--- src/wdwr_pkg.sv ---
// Shared types and constants for the weighted draw without replacement block.
package wdwr_pkg;

  // Width of the slot field and of the index fields in the result
  localparam int unsigned SLOT_W    = 4;
  localparam int unsigned OUT_IDX_W = 4;

  // Input kinds carried on tuser
  localparam logic MODE_LOAD = 1'b0;
  localparam logic MODE_DRAW = 1'b1;

  typedef enum logic [2:0] {
    ST_IDLE,
    ST_LOAD,
    ST_MUL,
    ST_ADD,
    ST_SCAN,
    ST_FIN
  } state_e;

  // Controls for the threshold unit
  typedef struct packed {
    logic mul_en;
    logic add_en;
  } tgt_ctrl_t;

endpackage

--- src/weighted_draw_without_replacement.sv ---
// Top level: weighted draw without replacement over a RAM-held weight table.
// A load transfer (tuser = 0) writes one weight into the table, clears the
// drawn set and restarts the ranking; it reads the old weight and then writes
// the new one, so that the running totals of all weights and of the undrawn
// weights stay exact. A draw transfer (tuser = 1) is accepted, forms the
// threshold u * T from the kept undrawn total in the multiply and add states,
// then makes one weight RAM read per item through the single read port while
// the running sum is compared, and posts the result once the output register
// is free. The picked index, its ranking position and, on tlast, the end of
// the ranking go to an output register, so the next transfer is taken while
// a result waits on the master side. Loads produce no result.
module weighted_draw_without_replacement
  import wdwr_pkg::*;
#(
  parameter int unsigned ITEMS       = 16,
  parameter int unsigned WEIGHT_BITS = 16,
  parameter int unsigned RANDOM_BITS = 16
) (
  input  logic clk_i,
  input  logic rst_ni,
  input  logic s_axis_tvalid,
  output logic s_axis_tready,
  // tdata: slot, weight_value, random_fraction (lowest bit up), zero padded
  input  logic [((SLOT_W+WEIGHT_BITS+RANDOM_BITS+7)/8)*8-1:0] s_axis_tdata,
  // tuser: mode
  input  logic s_axis_tuser,
  output logic m_axis_tvalid,
  input  logic m_axis_tready,
  // tdata: drawn_item, rank_position (lowest bit up)
  output logic [2*OUT_IDX_W-1:0] m_axis_tdata,
  // tlast: ranking_done
  output logic m_axis_tlast
);

  localparam int unsigned IDX_W  = $clog2(ITEMS);
  localparam int unsigned CNT_W  = $clog2(ITEMS + 1);
  localparam int unsigned TOT_W  = WEIGHT_BITS + IDX_W;
  localparam int unsigned PROD_W = TOT_W + RANDOM_BITS;
  localparam logic [IDX_W-1:0] LAST_IDX = IDX_W'(ITEMS - 1);

  state_e state_q, state_d;

  // input field split
  logic [SLOT_W-1:0]      in_slot;
  logic [WEIGHT_BITS-1:0] in_weight;
  logic [RANDOM_BITS-1:0] in_rand;
  logic                   in_fire;
  logic [IDX_W+SLOT_W-1:0] slot_ext;
  logic [IDX_W-1:0]       in_slot_idx;
  logic                   in_range;

  assign in_slot   = s_axis_tdata[SLOT_W-1:0];
  assign in_weight = s_axis_tdata[SLOT_W+WEIGHT_BITS-1:SLOT_W];
  assign in_rand   = s_axis_tdata[SLOT_W+WEIGHT_BITS+RANDOM_BITS-1:SLOT_W+WEIGHT_BITS];
  assign in_fire   = s_axis_tvalid && s_axis_tready;
  assign slot_ext    = {{IDX_W{1'b0}}, in_slot};
  assign in_slot_idx = slot_ext[IDX_W-1:0];
  assign in_range    = (slot_ext < (IDX_W+SLOT_W)'(ITEMS));

  // captured transfer
  logic [IDX_W-1:0]       slot_q;
  logic                   range_q;
  logic [WEIGHT_BITS-1:0] wval_q;
  logic [RANDOM_BITS-1:0] u_q;

  // control state
  logic [ITEMS-1:0] ent_valid_q, drawn_q;
  logic [IDX_W-1:0] pos_q;
  logic [TOT_W-1:0] sum_all_q, sum_und_q;
  logic [CNT_W-1:0] cnt_q;
  logic             v1_q;
  logic [IDX_W-1:0] a1_q;

  // scan state
  logic [TOT_W-1:0]       run_q;
  logic                   found_q;
  logic [IDX_W-1:0]       pick_q, last_q;
  logic [WEIGHT_BITS-1:0] pick_w_q, last_w_q;

  // output register
  logic                 out_valid_q;
  logic [OUT_IDX_W-1:0] out_item_q, out_pos_q;
  logic                 out_done_q;

  // RAM and threshold unit
  logic                   ram_we;
  logic [IDX_W-1:0]       ram_raddr;
  logic [WEIGHT_BITS-1:0] ram_rdata;
  logic                   rd_issue;
  tgt_ctrl_t              tgt_ctrl;
  logic [PROD_W-1:0]      target;

  wdwr_weight_ram #(
    .DEPTH (ITEMS),
    .WIDTH (WEIGHT_BITS)
  ) u_ram (
    .clk_i   (clk_i),
    .we_i    (ram_we),
    .waddr_i (slot_q),
    .wdata_i (wval_q),
    .raddr_i (ram_raddr),
    .rdata_o (ram_rdata)
  );

  wdwr_target #(
    .TOT_W (TOT_W),
    .RND_W (RANDOM_BITS)
  ) u_target (
    .clk_i    (clk_i),
    .ctrl_i   (tgt_ctrl),
    .u_i      (u_q),
    .total_i  (sum_und_q),
    .target_o (target)
  );

  // scan step on the weight that just came out of the RAM
  logic [WEIGHT_BITS-1:0] w1;
  logic                   undrawn1;
  logic [TOT_W-1:0]       run_next;
  logic                   hit;
  logic                   scan_take;

  assign w1        = ent_valid_q[a1_q] ? ram_rdata : '0;
  assign undrawn1  = !drawn_q[a1_q];
  assign run_next  = run_q + TOT_W'(w1);
  assign hit       = ({run_next, {RANDOM_BITS{1'b0}}} >= target);
  assign scan_take = v1_q && undrawn1 && (state_q == ST_SCAN);

  // old weight for the load update; unwritten entries read as zero
  logic [WEIGHT_BITS-1:0] old_w;
  logic [TOT_W-1:0]       sum_all_new;
  assign old_w       = ent_valid_q[slot_q] ? ram_rdata : '0;
  assign sum_all_new = sum_all_q - TOT_W'(old_w) + TOT_W'(wval_q);

  // result of the draw
  logic [IDX_W-1:0]       fin_idx;
  logic [WEIGHT_BITS-1:0] fin_w;
  logic                   fin_done;
  logic                   fin_go;
  logic [IDX_W+OUT_IDX_W-1:0] item_ext, pos_ext;

  assign fin_idx  = found_q ? pick_q : last_q;
  assign fin_w    = found_q ? pick_w_q : last_w_q;
  assign fin_done = (pos_q == LAST_IDX);
  assign fin_go   = (state_q == ST_FIN) && (!out_valid_q || m_axis_tready);
  assign item_ext = {{OUT_IDX_W{1'b0}}, fin_idx};
  assign pos_ext  = {{OUT_IDX_W{1'b0}}, pos_q};

  // next state
  always_comb begin
    state_d = state_q;
    case (state_q)
      ST_IDLE: begin
        if (in_fire) begin
          state_d = (s_axis_tuser == MODE_LOAD) ? ST_LOAD : ST_MUL;
        end
      end
      ST_LOAD: state_d = ST_IDLE;
      ST_MUL:  state_d = ST_ADD;
      ST_ADD:  state_d = ST_SCAN;
      ST_SCAN: begin
        if (v1_q && (a1_q == LAST_IDX)) begin
          state_d = ST_FIN;
        end
      end
      ST_FIN: begin
        if (fin_go) begin
          state_d = ST_IDLE;
        end
      end
      default: state_d = ST_IDLE;
    endcase
  end

  // outputs of the controller
  always_comb begin
    s_axis_tready   = 1'b0;
    ram_we          = 1'b0;
    ram_raddr       = in_slot_idx;
    rd_issue        = 1'b0;
    tgt_ctrl.mul_en = 1'b0;
    tgt_ctrl.add_en = 1'b0;
    case (state_q)
      ST_IDLE: s_axis_tready = 1'b1;
      ST_LOAD: ram_we = range_q;
      ST_MUL:  tgt_ctrl.mul_en = 1'b1;
      ST_ADD: begin
        tgt_ctrl.add_en = 1'b1;
        ram_raddr       = '0;
        rd_issue        = 1'b1;
      end
      ST_SCAN: begin
        ram_raddr = cnt_q[IDX_W-1:0];
        rd_issue  = (cnt_q < CNT_W'(ITEMS));
      end
      default: ;
    endcase
  end

  // control registers
  always_ff @(posedge clk_i or negedge rst_ni) begin
    if (!rst_ni) begin
      state_q     <= ST_IDLE;
      ent_valid_q <= '0;
      drawn_q     <= '0;
      pos_q       <= '0;
      sum_all_q   <= '0;
      sum_und_q   <= '0;
      cnt_q       <= '0;
      v1_q        <= 1'b0;
      out_valid_q <= 1'b0;
    end else begin
      state_q <= state_d;
      v1_q    <= rd_issue;

      if (state_q == ST_ADD) begin
        cnt_q <= CNT_W'(1);
      end else if (state_q == ST_SCAN && rd_issue) begin
        cnt_q <= cnt_q + CNT_W'(1);
      end

      if (state_q == ST_LOAD) begin
        drawn_q <= '0;
        pos_q   <= '0;
        if (range_q) begin
          ent_valid_q[slot_q] <= 1'b1;
          sum_all_q           <= sum_all_new;
          sum_und_q           <= sum_all_new;
        end else begin
          sum_und_q <= sum_all_q;
        end
      end

      if (fin_go) begin
        out_valid_q <= 1'b1;
      end else if (m_axis_tready) begin
        out_valid_q <= 1'b0;
      end
      if (fin_go) begin
        if (fin_done) begin
          drawn_q   <= '0;
          pos_q     <= '0;
          sum_und_q <= sum_all_q;
        end else begin
          drawn_q[fin_idx] <= 1'b1;
          pos_q            <= pos_q + IDX_W'(1);
          sum_und_q        <= sum_und_q - TOT_W'(fin_w);
        end
      end
    end
  end

  // payload registers
  always_ff @(posedge clk_i) begin
    a1_q <= ram_raddr;
    if (in_fire) begin
      slot_q  <= in_slot_idx;
      range_q <= in_range;
      wval_q  <= in_weight;
      u_q     <= in_rand;
    end
    if (state_q == ST_MUL) begin
      run_q   <= '0;
      found_q <= 1'b0;
    end
    if (scan_take) begin
      run_q    <= run_next;
      last_q   <= a1_q;
      last_w_q <= w1;
      if (!found_q && hit) begin
        found_q  <= 1'b1;
        pick_q   <= a1_q;
        pick_w_q <= w1;
      end
    end
    if (fin_go) begin
      out_item_q <= item_ext[OUT_IDX_W-1:0];
      out_pos_q  <= pos_ext[OUT_IDX_W-1:0];
      out_done_q <= fin_done;
    end
  end

  assign m_axis_tvalid = out_valid_q;
  assign m_axis_tdata  = {out_pos_q, out_item_q};
  assign m_axis_tlast  = out_done_q;

endmodule

--- src/wdwr_weight_ram.sv ---
// Weight table: synchronous RAM, one write and one registered read port.
module wdwr_weight_ram #(
  parameter int unsigned DEPTH = 16,
  parameter int unsigned WIDTH = 16
) (
  input  logic                     clk_i,
  input  logic                     we_i,
  input  logic [$clog2(DEPTH)-1:0] waddr_i,
  input  logic [WIDTH-1:0]         wdata_i,
  input  logic [$clog2(DEPTH)-1:0] raddr_i,
  output logic [WIDTH-1:0]         rdata_o
);

  logic [WIDTH-1:0] mem [DEPTH];
  logic [WIDTH-1:0] rdata_q;

  always_ff @(posedge clk_i) begin
    if (we_i) begin
      mem[waddr_i] <= wdata_i;
    end
  end

  always_ff @(posedge clk_i) begin
    rdata_q <= mem[raddr_i];
  end

  assign rdata_o = rdata_q;

endmodule

--- src/wdwr_target.sv ---
// Threshold unit: u * T built from two registered partial products, then summed.
module wdwr_target
  import wdwr_pkg::*;
#(
  parameter int unsigned TOT_W = 20,
  parameter int unsigned RND_W = 16
) (
  input  logic                   clk_i,
  input  tgt_ctrl_t              ctrl_i,
  input  logic [RND_W-1:0]       u_i,
  input  logic [TOT_W-1:0]       total_i,
  output logic [TOT_W+RND_W-1:0] target_o
);

  localparam int unsigned HALF   = (TOT_W + 1) / 2;
  localparam int unsigned HI_W   = TOT_W - HALF;
  localparam int unsigned PROD_W = TOT_W + RND_W;

  logic [RND_W+HALF-1:0] plo_q, plo_d;
  logic [RND_W+HI_W-1:0] phi_q, phi_d;
  logic [PROD_W-1:0]     target_q, target_d;

  always_comb begin
    plo_d    = (RND_W+HALF)'(u_i) * (RND_W+HALF)'(total_i[HALF-1:0]);
    phi_d    = (RND_W+HI_W)'(u_i) * (RND_W+HI_W)'(total_i[TOT_W-1:HALF]);
    target_d = {{HI_W{1'b0}}, plo_q} + {phi_q, {HALF{1'b0}}};
  end

  always_ff @(posedge clk_i) begin
    if (ctrl_i.mul_en) begin
      plo_q <= plo_d;
      phi_q <= phi_d;
    end
    if (ctrl_i.add_en) begin
      target_q <= target_d;
    end
  end

  assign target_o = target_q;

endmodule

--- config.mk ---
export PLATFORM = sky130hd
export DESIGN_NAME = weighted_draw_without_replacement
export DESIGN_NICKNAME = d
export VERILOG_FILES = /design/src/wdwr_pkg.sv /design/src/weighted_draw_without_replacement.sv /design/src/wdwr_weight_ram.sv /design/src/wdwr_target.sv
export SDC_FILE = /design/constraint.sdc
export NUM_CORES = 2
export LEC_CHECK = 0
export BUFFER_PORTS_ARGS = -buffer_cell sky130_fd_sc_hd__buf_2
export CORE_UTILIZATION = 27
export CTS_CLUSTER_DIAMETER = 150
export DETAILED_ROUTE_END_ITERATION = 8
export GPL_TIMING_DRIVEN = 1
export PLACE_DENSITY_LB_ADDON = 0.05
export SYNTH_ARGS = -nofsm -noshare
export SYNTH_HDL_FRONTEND = slang
export SYNTH_SLANG_ARGS = --single-unit
--- constraint.sdc ---
create_clock -name clk_i -period 7.76 [get_ports clk_i]
set_clock_uncertainty 0.1 [all_clocks]
set_input_delay 1.552 -clock clk_i [delete_from_list [all_inputs] [get_ports clk_i]]
set_output_delay 1.552 -clock clk_i [all_outputs]
set_load 0.005 [all_outputs]
==> impl_metrics.ini <==
[floorplanning]
die_x_microns = 364
die_y_microns = 364
die_area_sq_um = 133000
ioPinCount = 56
rows = 132
core-area_sq_um = 130000
start_util_pct = 27.3

[timing]
hold_viol = 0
maxSlewViolCount = 0
relSlewSlack_pct = 21.2
rsz0062_at_grt = no
tightest_slew_ps = 1180
min_period_ps = 6650
tns_ps = 0
fmax_ghz = 0.150
finalSetupViolCount = 0
finalWorstSetupSlack_ps = 1110
fin_crit_sh_pct = 85.7

[synth]
synth_warnings = 0
syn_inst = 3288
synth_flop_cell = edfxtp_1
post_synth.cell_area_avg_sq_um = 10.8
ys_async_sr_fraction_pct = 15.5
synth_cell_types = 70
ys_ff_latch = 556
synth_edf_count = 449
ys_seq_area_share_pct = 45.3
syn-num-nets = 3784
syn_area_sq_um = 35400

[critical_path]
critPathCaptureType = register
cp.required_ps = 8050
critPathLaunchType = register
crit_type = reg2reg
arrival_ps = 6940
crit_chain = and2_1 > fa_1 > fa_1 > fa_1 > fa_1 > inv_1 > fa_1 > inv_1 > ha_1 > a2111oi_0 > o211ai_1 > nand4_1 > o311ai_1 > a211oi_1 > o21bai_1 > a21oi_1 > xnor2_1
crit_top_cell = fa_1
crit_fanout = 18
critPathSlowestCell = dfrtp_1
max_stage_delay_ps = 960

[detailed_routing]
drc_errors = 0
drt_pass1_iterations = 5
drt_iter0_markers = 1148
routedWlPerCell_microns = 21.3
vias = 23900
via_per_inst = 4.66
ant_nets = 0
drt_wl_total_microns = 109000

[placement]
post-place-ws_ps = 1130
hpwl_microns = 77700
port_buffers = 51
gp_congestion = 0.792

[clock_network]
post_cts_buffers = 0
cts_resized = 0
root_buffer = clkbuf_16
cts_tree = built
clock_latency_ps = 660
numCtsBuffers = 74
h-tree-depth = 3
cts_max_path_buffers = 3
path_clk_slew_ps = 50
clock_sinks = 556
cts_hold_buf = 0

[layout]
drive_gt1_share_pct = 8.70
area_growth_syn_to_layout_pct = 14.2
num-fill-cells = 13400
final_nets = 3826

[grt]
grt_max_degree = 130
antenna_found_initial = 6
grt_overflow = 0
grtUsageTotal_pct = 16.9
first_global_vias = 25600
grt_pass1_wl_microns = 166000

[min_path]
hold_class = reg2reg

[run_status]
outcome = finished, final reports clean

[flow_run]
drv_cap = 0
[stage by stage]
| step | instances | cell area [sq um] | utilization, % | hold slack (ps) |
|---|---|---|---|---|
| after global placement | 4996 | 37900 | 29.2 | 305 |
| after floorplan | 3288 | 35400 | - | 300 |
| after global routing | 5131 | 40500 | 31.2 | 330 |
| final | 5132 | 40500 | 31.2 | 326 |
| after detailed placement | 4996 | 37900 | 29.2 | 314 |
| after CTS | 5131 | 40500 | 31.2 | 328 |
[logic make-up (layout without fill, tap and decap cells)]
family / count (synthesis) / after routing / synth area share [%]
and+or+nand+nor: 1180 / 1180 / 15.6
other: 0 / 1 / 0
muxes: 37 / 37 / 1.59
buffers and inverters: 526 / 627 / 5.68
DFF: 556 / 556 / 45.3
AOI/OAI and AO/OA: 428 / 428 / 8.05
xor gates and xnor gates: 110 / 110 / 2.72
adders and majority gates: 451 / 451 / 21.0
[layer usage]
layer	global-route usage [%]	up-vias	wire (microns)
met3	2.24	130	3190
met2	30.0	366	55000
met5	0	-	0
met4	4.18	0	2100
li1	-	11200	-
met1	21.5	12200	48900
[cell usage in the layout (no fill, tap or decap), drive strengths merged, types with 9 or more instances in the layout]
cell type  count
a22oi         20
nand2b        19
nor2         119
mux2i         20
a311oi        37
a21oi        105
or2           19
clkinv        23
nand3        154
a211oi        22
nor2b         22
and3          32
mux4          15
fa           239
o21bai         9
clkbuf        99
o21a          19
a21o          52
bufinv         9
and2         202
xor2          37
ha           212
edfxtp       449
nor3          32
buf          116
inv          376
nand4          9
dfxtp         21
o211ai        12
dfrtp         86
or3            9
a31oi         31
nand2        541
xnor2         73
o21ai         74
[path summary, 6_finish.rpt]
kind	to	slack (ps)	depth (start not counted)	from
min in group asynchronous	m_axis_tvalid	780	1	rst_ni
setup reg to reg	u_target.plo_q[24]	1110	17	sum_und_q[6]
max in group asynchronous	sum_und_q[9]	5590	2	rst_ni
hold reg to reg	u_target.target_o[6]	330	0	u_target.plo_q[6]
setup / recovery	u_target.plo_q[24]	1110	17	sum_und_q[6]
hold / removal	u_target.target_o[6]	330	0	u_target.plo_q[6]
[sequential cells by signal (all words and copies together) (netlist names), 20 cells and up]
name and count:
u_ram.mem 256, u_target.target_o 36, u_target.phi_q 26, u_target.plo_q 26, run_q 20, sum_all_q 20, sum_und_q 20
[synthesized netlist by cell type (7+ instances only)]
library cell / number / area (sq um)
or3_1: 9 / 56.3
nand2b_1: 19 / 119
o21ai_0: 69 / 345
mux2i_1: 20 / 200
ha_1: 212 / 2650
dfxtp_1: 21 / 420
a21oi_1: 105 / 526
and2_1: 200 / 1250
nor4_1: 7 / 43.8
a22oi_1: 20 / 150
fa_1: 239 / 4780
nand3_1: 154 / 771
o21bai_1: 9 / 67.6
and3_1: 32 / 200
nor3_1: 32 / 160
or2_2: 19 / 119
o211ai_1: 12 / 90.1
dfrtp_1: 86 / 2150
xnor2_1: 73 / 639
o21a_1: 19 / 143
a21o_1: 52 / 390
a211oi_1: 22 / 165
nand2_1: 541 / 2030
clkbuf_1: 122 / 458
buf_1: 15 / 56.3
nor2b_1: 22 / 138
nand4_1: 9 / 56.3
edfxtp_1: 449 / 13500
buf_2: 10 / 50.1
inv_1: 373 / 1400
mux4_2: 14 / 315
xor2_1: 37 / 324
a31oi_1: 31 / 194
nor2_1: 119 / 447
a311oi_1: 37 / 324
[critical path, delay by kind of cell, from the launching register on]
kind | cells | cell delay, ps
buf+inv | 2 | 110
fa+ha+maj | 6 | 2870
simple gates | 2 | 460
flops | 1 | 960
xor+xnor | 1 | 90
compound gates | 6 | 1770
[layout make-up]
type | instances | area (sq um) | share of cell area [%]
clock buffers | 99 | 2070 | 5.12
flip-flops and latches | 556 | 16100 | 39.7
clock inverters | 36 | 462 | 1.14
repair buffers | 116 | 758 | 1.87
inverters | 376 | 1420 | 3.50
diodes | 1 | 2.50 | 0.00619
well taps | 1742 | 2180 | 5.39
multi-input cells | 2206 | 17500 | 43.3
Power is left out: the tool's default activity adds up to more than one toggle a clock period on the data nets, which glitch-free logic cannot reach.
